==> config.mk <==
export PLATFORM = sky130hd
export DESIGN_NAME = edge_interval_capture_log_flat
export DESIGN_NICKNAME = d
export VERILOG_FILES = /design/src/hw/rtl/eicl_pkg.sv /design/src/hw/rtl/eicl_cmd_if.sv /design/src/hw/rtl/eicl_rsp_if.sv /design/src/hw/rtl/edge_interval_capture_log.sv /design/src/hw/rtl/eicl_channel_log.sv /design/src/hw/rtl/eicl_result_fifo.sv /design/src/flat_wrapper.sv
export SDC_FILE = /design/constraint.sdc
export NUM_CORES = 2
export LEC_CHECK = 0
export BUFFER_PORTS_ARGS = -buffer_cell sky130_fd_sc_hd__buf_2
export CAP_MARGIN = 20
export CORE_MARGIN = 2
export CORE_UTILIZATION = 55
export DETAILED_ROUTE_END_ITERATION = 16
export MAX_ROUTING_LAYER = met4
export PLACE_DENSITY = 0.71
export SYNTH_ARGS = -nofsm -noshare
export SYNTH_HDL_FRONTEND = slang
export SYNTH_MEMORY_MAX_BITS = 65536
export SYNTH_SLANG_ARGS = --single-unit
==> constraint.sdc <==
create_clock -name clk -period 7.25 [get_ports clk]
set_input_delay 1.45 -clock clk [delete_from_list [all_inputs] [get_ports clk]]
set_output_delay 1.45 -clock clk [all_outputs]
set_load 0.05 [all_outputs]
==> src/hw/rtl/eicl_pkg.sv <==
`timescale 1ns / 1ps

// Shared types and constants of the edge interval capture log.
package eicl_pkg;

    // Timebase, sequence and log geometry.
    localparam int TIME_WIDTH  = 32;
    localparam int SEQ_WIDTH   = 32;
    localparam int LOG_DEPTH   = 32;
    localparam int PTR_WIDTH   = $clog2(LOG_DEPTH);
    localparam int CHAN_COUNT  = 2;
    localparam int CHAN_WIDTH  = 1;

    // Result queue geometry.
    localparam int RES_DEPTH   = 4;
    localparam int RES_PTR_W   = $clog2(RES_DEPTH);
    localparam int RES_CNT_W   = $clog2(RES_DEPTH + 3);

    // Item operation codes.
    localparam logic OP_TICK = 1'b0;
    localparam logic OP_READ = 1'b1;

    // One record of a channel log.
    typedef struct packed {
        logic [SEQ_WIDTH-1:0]  sequence_num;
        logic [TIME_WIDTH-1:0] interval;
        logic                  level;
    } entry_t;

    // Per-channel control for the stage that owns the log state.
    typedef struct packed {
        logic                 tick;
        logic                 level;
        logic                 rd_en;
        logic [PTR_WIDTH-1:0] rd_position;
    } chan_ctl_t;

endpackage

==> src/hw/rtl/eicl_cmd_if.sv <==
`timescale 1ns / 1ps

// Input channel: one item is a tick with pin levels or a log read.
interface eicl_cmd_if;
    logic                          valid;
    logic                          ready;
    logic                          opcode;
    logic                          level_ch0;
    logic                          level_ch1;
    logic [eicl_pkg::CHAN_WIDTH-1:0] read_channel;
    logic [eicl_pkg::PTR_WIDTH-1:0]  read_position;

    modport source (
        output valid, opcode, level_ch0, level_ch1, read_channel, read_position,
        input  ready
    );

    modport sink (
        input  valid, opcode, level_ch0, level_ch1, read_channel, read_position,
        output ready
    );
endinterface

==> src/hw/rtl/eicl_rsp_if.sv <==
`timescale 1ns / 1ps

// Output channel: one item is one log entry.
interface eicl_rsp_if;
    logic                            valid;
    logic                            ready;
    logic [eicl_pkg::SEQ_WIDTH-1:0]  entry_sequence;
    logic [eicl_pkg::TIME_WIDTH-1:0] entry_interval;
    logic                            entry_level;

    modport source (
        output valid, entry_sequence, entry_interval, entry_level,
        input  ready
    );

    modport sink (
        input  valid, entry_sequence, entry_interval, entry_level,
        output ready
    );
endinterface

==> src/hw/rtl/edge_interval_capture_log.sv <==
`timescale 1ns / 1ps

// Channel  Role    Handshake      Payload
// cmd      sink    valid/ready    opcode, level_ch0, level_ch1, read_channel, read_position
// rsp      source  valid/ready    entry_sequence, entry_interval, entry_level
//
// One item is accepted per cycle while cmd.ready is high. A tick updates the timebase and the logs
// in the cycle after it is accepted; a read passes the input register, the log read register and
// the result queue before its result is offered on rsp. Reset clears the timebase, the channel
// state and the written flags of every slot, so no clearing pass is needed. cmd.ready drops only
// when the four-entry result queue, counting reads still in flight, would be full.
module edge_interval_capture_log (
    input  logic        clk,
    input  logic        rst_n,
    eicl_cmd_if.sink    cmd,
    eicl_rsp_if.source  rsp
);

    logic                                   s1_valid_reg;
    logic                                   s1_opcode_reg;
    logic                                   s1_level0_reg;
    logic                                   s1_level1_reg;
    logic [eicl_pkg::CHAN_WIDTH-1:0]        s1_channel_reg;
    logic [eicl_pkg::PTR_WIDTH-1:0]         s1_position_reg;
    logic                                   s2_valid_reg;
    logic [eicl_pkg::CHAN_WIDTH-1:0]        s2_channel_reg;
    logic [eicl_pkg::TIME_WIDTH-1:0]        tick_count_reg;

    logic                                   accept;
    logic                                   s1_tick;
    logic                                   s1_read;
    logic [eicl_pkg::TIME_WIDTH-1:0]        tick_next;
    logic [eicl_pkg::RES_CNT_W-1:0]         queue_count;
    logic [eicl_pkg::RES_CNT_W-1:0]         pending;
    logic [eicl_pkg::CHAN_COUNT-1:0]        chan_level;
    eicl_pkg::chan_ctl_t                    chan_ctl   [eicl_pkg::CHAN_COUNT];
    eicl_pkg::entry_t                       chan_entry [eicl_pkg::CHAN_COUNT];

    // Admission: reserve a queue slot for every read still in flight.
    assign pending = queue_count
                   + {{(eicl_pkg::RES_CNT_W-1){1'b0}}, s1_valid_reg && s1_opcode_reg}
                   + {{(eicl_pkg::RES_CNT_W-1){1'b0}}, s2_valid_reg};
    assign cmd.ready = (pending < eicl_pkg::RES_CNT_W'(eicl_pkg::RES_DEPTH));
    assign accept    = cmd.valid && cmd.ready;

    // Input register.
    always_ff @(posedge clk or negedge rst_n)
    begin
        if (!rst_n)
        begin
            s1_valid_reg <= 1'b0;
        end
        else
        begin
            s1_valid_reg <= accept;
        end
    end

    always_ff @(posedge clk)
    begin
        if (accept)
        begin
            s1_opcode_reg   <= cmd.opcode;
            s1_level0_reg   <= cmd.level_ch0;
            s1_level1_reg   <= cmd.level_ch1;
            s1_channel_reg  <= cmd.read_channel;
            s1_position_reg <= cmd.read_position;
        end
    end

    assign s1_tick   = s1_valid_reg && (s1_opcode_reg == eicl_pkg::OP_TICK);
    assign s1_read   = s1_valid_reg && (s1_opcode_reg == eicl_pkg::OP_READ);
    assign tick_next = tick_count_reg + 1'b1;

    // Timebase: the incremented count stamps any edge seen on this tick.
    always_ff @(posedge clk or negedge rst_n)
    begin
        if (!rst_n)
        begin
            tick_count_reg <= '0;
        end
        else if (s1_tick)
        begin
            tick_count_reg <= tick_next;
        end
    end

    assign chan_level = {s1_level1_reg, s1_level0_reg};

    // One log per channel.
    for (genvar ch = 0; ch < eicl_pkg::CHAN_COUNT; ch++)
    begin : g_chan
        always_comb
        begin
            chan_ctl[ch].tick        = s1_tick;
            chan_ctl[ch].level       = chan_level[ch];
            chan_ctl[ch].rd_en       =
                s1_read && (s1_channel_reg == eicl_pkg::CHAN_WIDTH'(ch));
            chan_ctl[ch].rd_position = s1_position_reg;
        end

        eicl_channel_log u_log (
            .clk      (clk),
            .rst_n    (rst_n),
            .ctl      (chan_ctl[ch]),
            .stamp    (tick_next),
            .rd_entry (chan_entry[ch])
        );
    end

    // Read result stage: the log read data is valid here.
    always_ff @(posedge clk or negedge rst_n)
    begin
        if (!rst_n)
        begin
            s2_valid_reg <= 1'b0;
        end
        else
        begin
            s2_valid_reg <= s1_read;
        end
    end

    always_ff @(posedge clk)
    begin
        if (s1_read)
        begin
            s2_channel_reg <= s1_channel_reg;
        end
    end

    eicl_result_fifo u_results (
        .clk       (clk),
        .rst_n     (rst_n),
        .push      (s2_valid_reg),
        .push_data (chan_entry[s2_channel_reg]),
        .rsp       (rsp),
        .count     (queue_count)
    );

    // The queue never holds more than its depth together with reads in flight.
    a_credit_bound: assert property (@(posedge clk) disable iff (!rst_n)
        pending <= eicl_pkg::RES_CNT_W'(eicl_pkg::RES_DEPTH))
        else $error("result queue over-committed");

    // An accepted read passes the input register and then reaches the result stage.
    a_read_reaches_s2: assert property (@(posedge clk) disable iff (!rst_n)
        (accept && cmd.opcode == eicl_pkg::OP_READ) |-> ##2 s2_valid_reg)
        else $error("read item lost before the result stage");

    // The timebase moves only on a tick item.
    a_tick_only: assert property (@(posedge clk) disable iff (!rst_n)
        !s1_tick |=> $stable(tick_count_reg))
        else $error("timebase changed without a tick");

endmodule

==> src/hw/rtl/eicl_channel_log.sv <==
`timescale 1ns / 1ps

// Edge detector, interval timer and record ring of one channel.
module eicl_channel_log (
    input  logic                                clk,
    input  logic                                rst_n,
    input  eicl_pkg::chan_ctl_t                 ctl,
    input  logic [eicl_pkg::TIME_WIDTH-1:0]     stamp,
    output eicl_pkg::entry_t                    rd_entry
);

    logic                               prev_level_reg;
    logic [eicl_pkg::TIME_WIDTH-1:0]    last_edge_reg;
    logic [eicl_pkg::SEQ_WIDTH-1:0]     seq_reg;
    logic [eicl_pkg::PTR_WIDTH-1:0]     wp_reg;
    logic [eicl_pkg::LOG_DEPTH-1:0]     written_reg;
    eicl_pkg::entry_t                   log_mem [eicl_pkg::LOG_DEPTH];
    eicl_pkg::entry_t                   rd_data_reg;
    logic                               rd_hit_reg;

    logic                               edge_seen;
    logic [eicl_pkg::SEQ_WIDTH-1:0]     seq_next;
    logic [eicl_pkg::PTR_WIDTH-1:0]     rd_addr;
    eicl_pkg::entry_t                   wr_entry;

    // A tick whose level differs from the last sample is an edge.
    assign edge_seen = ctl.tick && (ctl.level != prev_level_reg);
    assign seq_next  = seq_reg + 1'b1;
    assign rd_addr   = wp_reg + ctl.rd_position;

    always_comb
    begin
        wr_entry.sequence_num = seq_next;
        wr_entry.interval     = stamp - last_edge_reg;
        wr_entry.level        = ctl.level;
    end

    // Channel state and the written flag of each ring slot.
    always_ff @(posedge clk or negedge rst_n)
    begin
        if (!rst_n)
        begin
            prev_level_reg <= 1'b0;
            last_edge_reg  <= '0;
            seq_reg        <= '0;
            wp_reg         <= '0;
            written_reg    <= '0;
        end
        else if (edge_seen)
        begin
            prev_level_reg      <= ctl.level;
            last_edge_reg       <= stamp;
            seq_reg             <= seq_next;
            wp_reg              <= wp_reg + 1'b1;
            written_reg[wp_reg] <= 1'b1;
        end
    end

    // Ring storage, written on an edge.
    always_ff @(posedge clk)
    begin
        if (edge_seen)
        begin
            log_mem[wp_reg] <= wr_entry;
        end
    end

    // Registered read; a slot never written reads as zero.
    always_ff @(posedge clk)
    begin
        if (ctl.rd_en)
        begin
            rd_data_reg <= log_mem[rd_addr];
            rd_hit_reg  <= written_reg[rd_addr];
        end
    end

    assign rd_entry = rd_hit_reg ? rd_data_reg : '0;

endmodule

==> src/hw/rtl/eicl_result_fifo.sv <==
`timescale 1ns / 1ps

// Small queue that holds finished results until the sink takes them.
module eicl_result_fifo (
    input  logic                              clk,
    input  logic                              rst_n,
    input  logic                              push,
    input  eicl_pkg::entry_t                  push_data,
    eicl_rsp_if.source                        rsp,
    output logic [eicl_pkg::RES_CNT_W-1:0]    count
);

    eicl_pkg::entry_t                   slot_reg [eicl_pkg::RES_DEPTH];
    logic [eicl_pkg::RES_PTR_W-1:0]     wr_ptr_reg;
    logic [eicl_pkg::RES_PTR_W-1:0]     rd_ptr_reg;
    logic [eicl_pkg::RES_CNT_W-1:0]     count_reg;
    logic                               pop;

    assign pop   = rsp.valid && rsp.ready;
    assign count = count_reg;

    // Head of the queue drives the output channel.
    assign rsp.valid          = (count_reg != '0);
    assign rsp.entry_sequence = slot_reg[rd_ptr_reg].sequence_num;
    assign rsp.entry_interval = slot_reg[rd_ptr_reg].interval;
    assign rsp.entry_level    = slot_reg[rd_ptr_reg].level;

    // Pointers and fill count.
    always_ff @(posedge clk or negedge rst_n)
    begin
        if (!rst_n)
        begin
            wr_ptr_reg <= '0;
            rd_ptr_reg <= '0;
            count_reg  <= '0;
        end
        else
        begin
            if (push)
            begin
                wr_ptr_reg <= wr_ptr_reg + 1'b1;
            end
            if (pop)
            begin
                rd_ptr_reg <= rd_ptr_reg + 1'b1;
            end
            if (push && !pop)
            begin
                count_reg <= count_reg + 1'b1;
            end
            else if (pop && !push)
            begin
                count_reg <= count_reg - 1'b1;
            end
        end
    end

    // Result storage.
    always_ff @(posedge clk)
    begin
        if (push)
        begin
            slot_reg[wr_ptr_reg] <= push_data;
        end
    end

endmodule
==> src/flat_wrapper.sv <==
// flat-port wrapper written by rule: the top's interface ports become plain ports
module edge_interval_capture_log_flat 
  (clk, rst_n, cmd_valid, cmd_opcode, cmd_level_ch0, cmd_level_ch1, cmd_read_channel, cmd_read_position, cmd_ready, rsp_valid, rsp_entry_sequence, rsp_entry_interval, rsp_entry_level, rsp_ready);
  eicl_cmd_if cmd_i ();
  eicl_rsp_if rsp_i ();
  input  logic clk;
  input  logic rst_n;
  input wire logic [$bits(cmd_i.valid)-1:0] cmd_valid;
  input wire logic [$bits(cmd_i.opcode)-1:0] cmd_opcode;
  input wire logic [$bits(cmd_i.level_ch0)-1:0] cmd_level_ch0;
  input wire logic [$bits(cmd_i.level_ch1)-1:0] cmd_level_ch1;
  input wire logic [$bits(cmd_i.read_channel)-1:0] cmd_read_channel;
  input wire logic [$bits(cmd_i.read_position)-1:0] cmd_read_position;
  output wire logic [$bits(cmd_i.ready)-1:0] cmd_ready;
  output wire logic [$bits(rsp_i.valid)-1:0] rsp_valid;
  output wire logic [$bits(rsp_i.entry_sequence)-1:0] rsp_entry_sequence;
  output wire logic [$bits(rsp_i.entry_interval)-1:0] rsp_entry_interval;
  output wire logic [$bits(rsp_i.entry_level)-1:0] rsp_entry_level;
  input wire logic [$bits(rsp_i.ready)-1:0] rsp_ready;
  assign cmd_i.valid = cmd_valid;
  assign cmd_i.opcode = cmd_opcode;
  assign cmd_i.level_ch0 = cmd_level_ch0;
  assign cmd_i.level_ch1 = cmd_level_ch1;
  assign cmd_i.read_channel = cmd_read_channel;
  assign cmd_i.read_position = cmd_read_position;
  assign cmd_ready = cmd_i.ready;
  assign rsp_valid = rsp_i.valid;
  assign rsp_entry_sequence = rsp_i.entry_sequence;
  assign rsp_entry_interval = rsp_i.entry_interval;
  assign rsp_entry_level = rsp_i.entry_level;
  assign rsp_i.ready = rsp_ready;
  edge_interval_capture_log u_core (.clk(clk), .rst_n(rst_n), .cmd(cmd_i), .rsp(rsp_i));
endmodule
==> results.tsv <==
stage	metric	value	unit
synthesis	postSynthCellCount	9849	
placement	dp_hpwl	254000	um
setup_path	endpoint_kind	register	
sta	tightest_slew	1170	ps
setup_path	crit_path_top_delay_cell	a2111oi_0	
global_route	grt_max_degree	114	
global_route	grt_use_total	28.1	%
routing	ant_nets	0	
sta	skew	65.8	ps
cts	ctsHoldBuffers	0	
power	powerDensity	499	mW/mm^2
synthesis	synth_area	0.188	sq mm
setup_path	path_cells	ha_1, and3_4, or3b_4, nor3_4, and3_4, xnor2_1, inv_1, ha_1, and3_1, nand3_1, a2111oi_0, nor3_1, o21ai_0, nand3_1, nand2_1, a21oi_1, xnor2_2, buf_8	
routing	firstDrtPassIters	5	
floorplanning	io_pins	80	
sta	maxSlewHeadroom	22.1	%
sta	setup_viol_count_final	0	
cts	clock_path_buffers	4	
cells_and_area	final_cell_mix	edfxtp_1 (4,562), nand2_1 (1,387), mux4_2 (1,121)	
setup_path	rr_startpoint	u_core.tick_count_reg[0]	
synthesis	seq_area_frac_synth	76.1	%
cts	clock_latency	1010	ps
synthesis	ys_warn_count	0	
placement	place_congestion	0.845	
routing	vias	97900	
routing	wl_per_cell	31.2	um
cts	cts.repair.resized	0	
routing	drc	0	
cells_and_area	syn_to_final_growth	13.3	%
cells_and_area	fin_nets	10300	
setup_path	max_stage_delay	610	ps
setup_path	cp-start-kind	register	
sta	max_freq	188	MHz
floorplanning	core.rowCount	214	
synthesis	syn_nets	9954	
cts	tritoncts	yes	
floorplanning	initial_core_util	55.3	%
floorplanning	die_w	589	um
synthesis	synthArstFlopShare	5.10	%
cells_and_area	largest_reg_flops	4160	
power	irDropWorstVdd	0.965	mV
cells_and_area	layout_commonest_cell	edfxtp_1	
hold_path	hold_start	u_core.g_chan[0].u_log.written_reg[0]	
cts	ctsRootBufferMaster	clkbuf_16	
global_route	antenna_found_initial	29	
placement	portBuffers	79	
cts	cts_made_buffers	461	
job	cap_violations	0	
setup_path	worstPathMaxFanout	21	
floorplanning	die_area	0.347	sq mm
sta	rsz0062_at_grt	no	
cells_and_area	drive_gt1_share	23.8	%
setup_path	path_buf_inv	2	
routing	drt-initial-drc-count	13100	
routing	wl	474000	um
power	power_leakage	0.0723	uW
power	power	106000	uW
sta	fin_tns_setup	0	ps
cts	clk_pin_slew_worst_paths	60	ps
floorplanning	core-area	0.340	sq mm
setup_path	critical_path_required	8090	ps
cts	postCtsSetupBuffers	0	
synthesis	synth_edf_count	4562	
cells_and_area	final_util	62.6	%
synthesis	ys_types	74	
global_route	grt_pass1_vias	98400	
cts	cts_max_level	5	
global_route	grt_first_pass_wirelength	684000	um
global_route	overflow	0	
setup_path	crit_arrival	6170	ps
sta	min_period	5330	ps
setup_path	worstSetupPathType	reg2reg	
floorplanning	die_y	589	um
hold_path	hp-class	reg2reg	
run_status	outcome	completed	
routing	via_per_inst	6.45	
sta	timing_hold_violations_final	0	
setup_path	path_delay_family	simple AND/OR/NAND/NOR gates	
synthesis	ys_ff_latch	4807	
synthesis	syn_avg_cell_area	19.1	sq um
sta	slew_violations	0	
synthesis	ys.flop_type	edfxtp_1	
sta	fin_crit_sh	73.5	%
sta	whs	458	ps
setup_path	crit_path_start	u_core.tick_count_reg[0]	
cts	cts.sinks	4807	
## power by group
part           internal [uW]  switching [uW]
Combinational          14000           28200
Clock                  14100           10300
Sequential             39300             490
## cell families after synthesis
logic type	Yosys count	synth area share, %
and+or+nand+nor	2468	5.75
xor gates and xnor gates	264	1.23
muxes	1122	13.4
buffers and inverters	638	1.35
adders and majority gates	92	0.632
AOI/OAI and AO/OA	458	1.52
DFF	4807	76.1
## synthesized netlist by cell type, drive strengths merged (3+ instances only)
master	instances	area share (%)
and3	29	0.10
or3	4	0.013
buf	171	0.42
mux4	1121	13
ha	87	0.58
edfxtp	4562	73
a21boi	3	0.014
a31o	4	0.019
a21o	37	0.15
a211o	6	0.028
a211oi	5	0.020
dfrtp	245	3.3
o211ai	3	0.012
fa	5	0.053
inv	115	0.23
nor2	153	0.31
nor4	3	0.017
or2	68	0.23
o21ai	240	0.64
nand2b	8	0.027
a22o	66	0.31
nor3	21	0.073
xor2	104	0.48
o21a	7	0.028
nor2b	10	0.033
clkbuf	352	0.70
nand3	714	1.9
xnor2	160	0.75
a21oi	61	0.16
nand4	31	0.11
nand2	1389	2.8
nand3b	6	0.024
and2	15	0.051
or3b	5	0.025
a31oi	7	0.023
and4	8	0.039
## per-layer routing
layer,global-route usage (%),share of wire (%),wire [um],vias up
met5,-,0,0,-
met4,8.17,3.1,14900,0
met3,4.11,9.6,45400,862
met2,45.6,50,237000,5585
met1,37.5,37,177000,51700
li1,-,-,-,39800
## worst register-to-register path, stage by stage (launching register included)
cell       delay [ps]
dfrtp_1           470
ha_1              250
and3_4            220
or3b_4            420
nor3_4            180
and3_4            240
xnor2_1           150
inv_1             110
ha_1              480
and3_1            240
nand3_1           100
a2111oi_0         610
nor3_1            190
o21ai_0           410
nand3_1           130
nand2_1            90
a21oi_1           120
xnor2_2           550
buf_8             250
## worst paths after layout
path / end / slack (ps) / depth (start not counted)
max reg2reg: u_core.g_chan[0].u_log.log_mem[24][27] / 1920 / 18
min: u_core.g_chan[0].u_log.written_reg[0] / 460 / 1
max: u_core.g_chan[0].u_log.log_mem[24][27] / 1920 / 18
min reg2reg: u_core.g_chan[0].u_log.written_reg[0] / 460 / 1
min in group asynchronous: u_core.g_chan[1].u_log.written_reg[3] / 480 / 1
max in group asynchronous: u_core.g_chan[0].u_log.last_edge_reg[23] / 5180 / 2
## through the flow
stage               setup WS (ps)  cells  cell area [sq um]
detailed placement           1570  14300             197000
finish                       1920  15200             213000
global placement             1560  14300             197000
CTS                          1540  15100             212000
global route                 1650  15200             213000
floorplan                    1960   9849             188000
## layout make-up
type / instances / area (sq um)
Sequential cell: 4807 / 143000
Fill cell: 22800 / 127000
Multi-Input combinational cell: 4404 / 43900
Clock buffer: 592 / 12400
Tap cell: 4536 / 5680
Timing Repair Buffer: 442 / 4500
Clock inverter: 268 / 2950
Inverter: 115 / 432
Antenna cell: 10 / 25.0
Power figures use the tool's default switching activity.
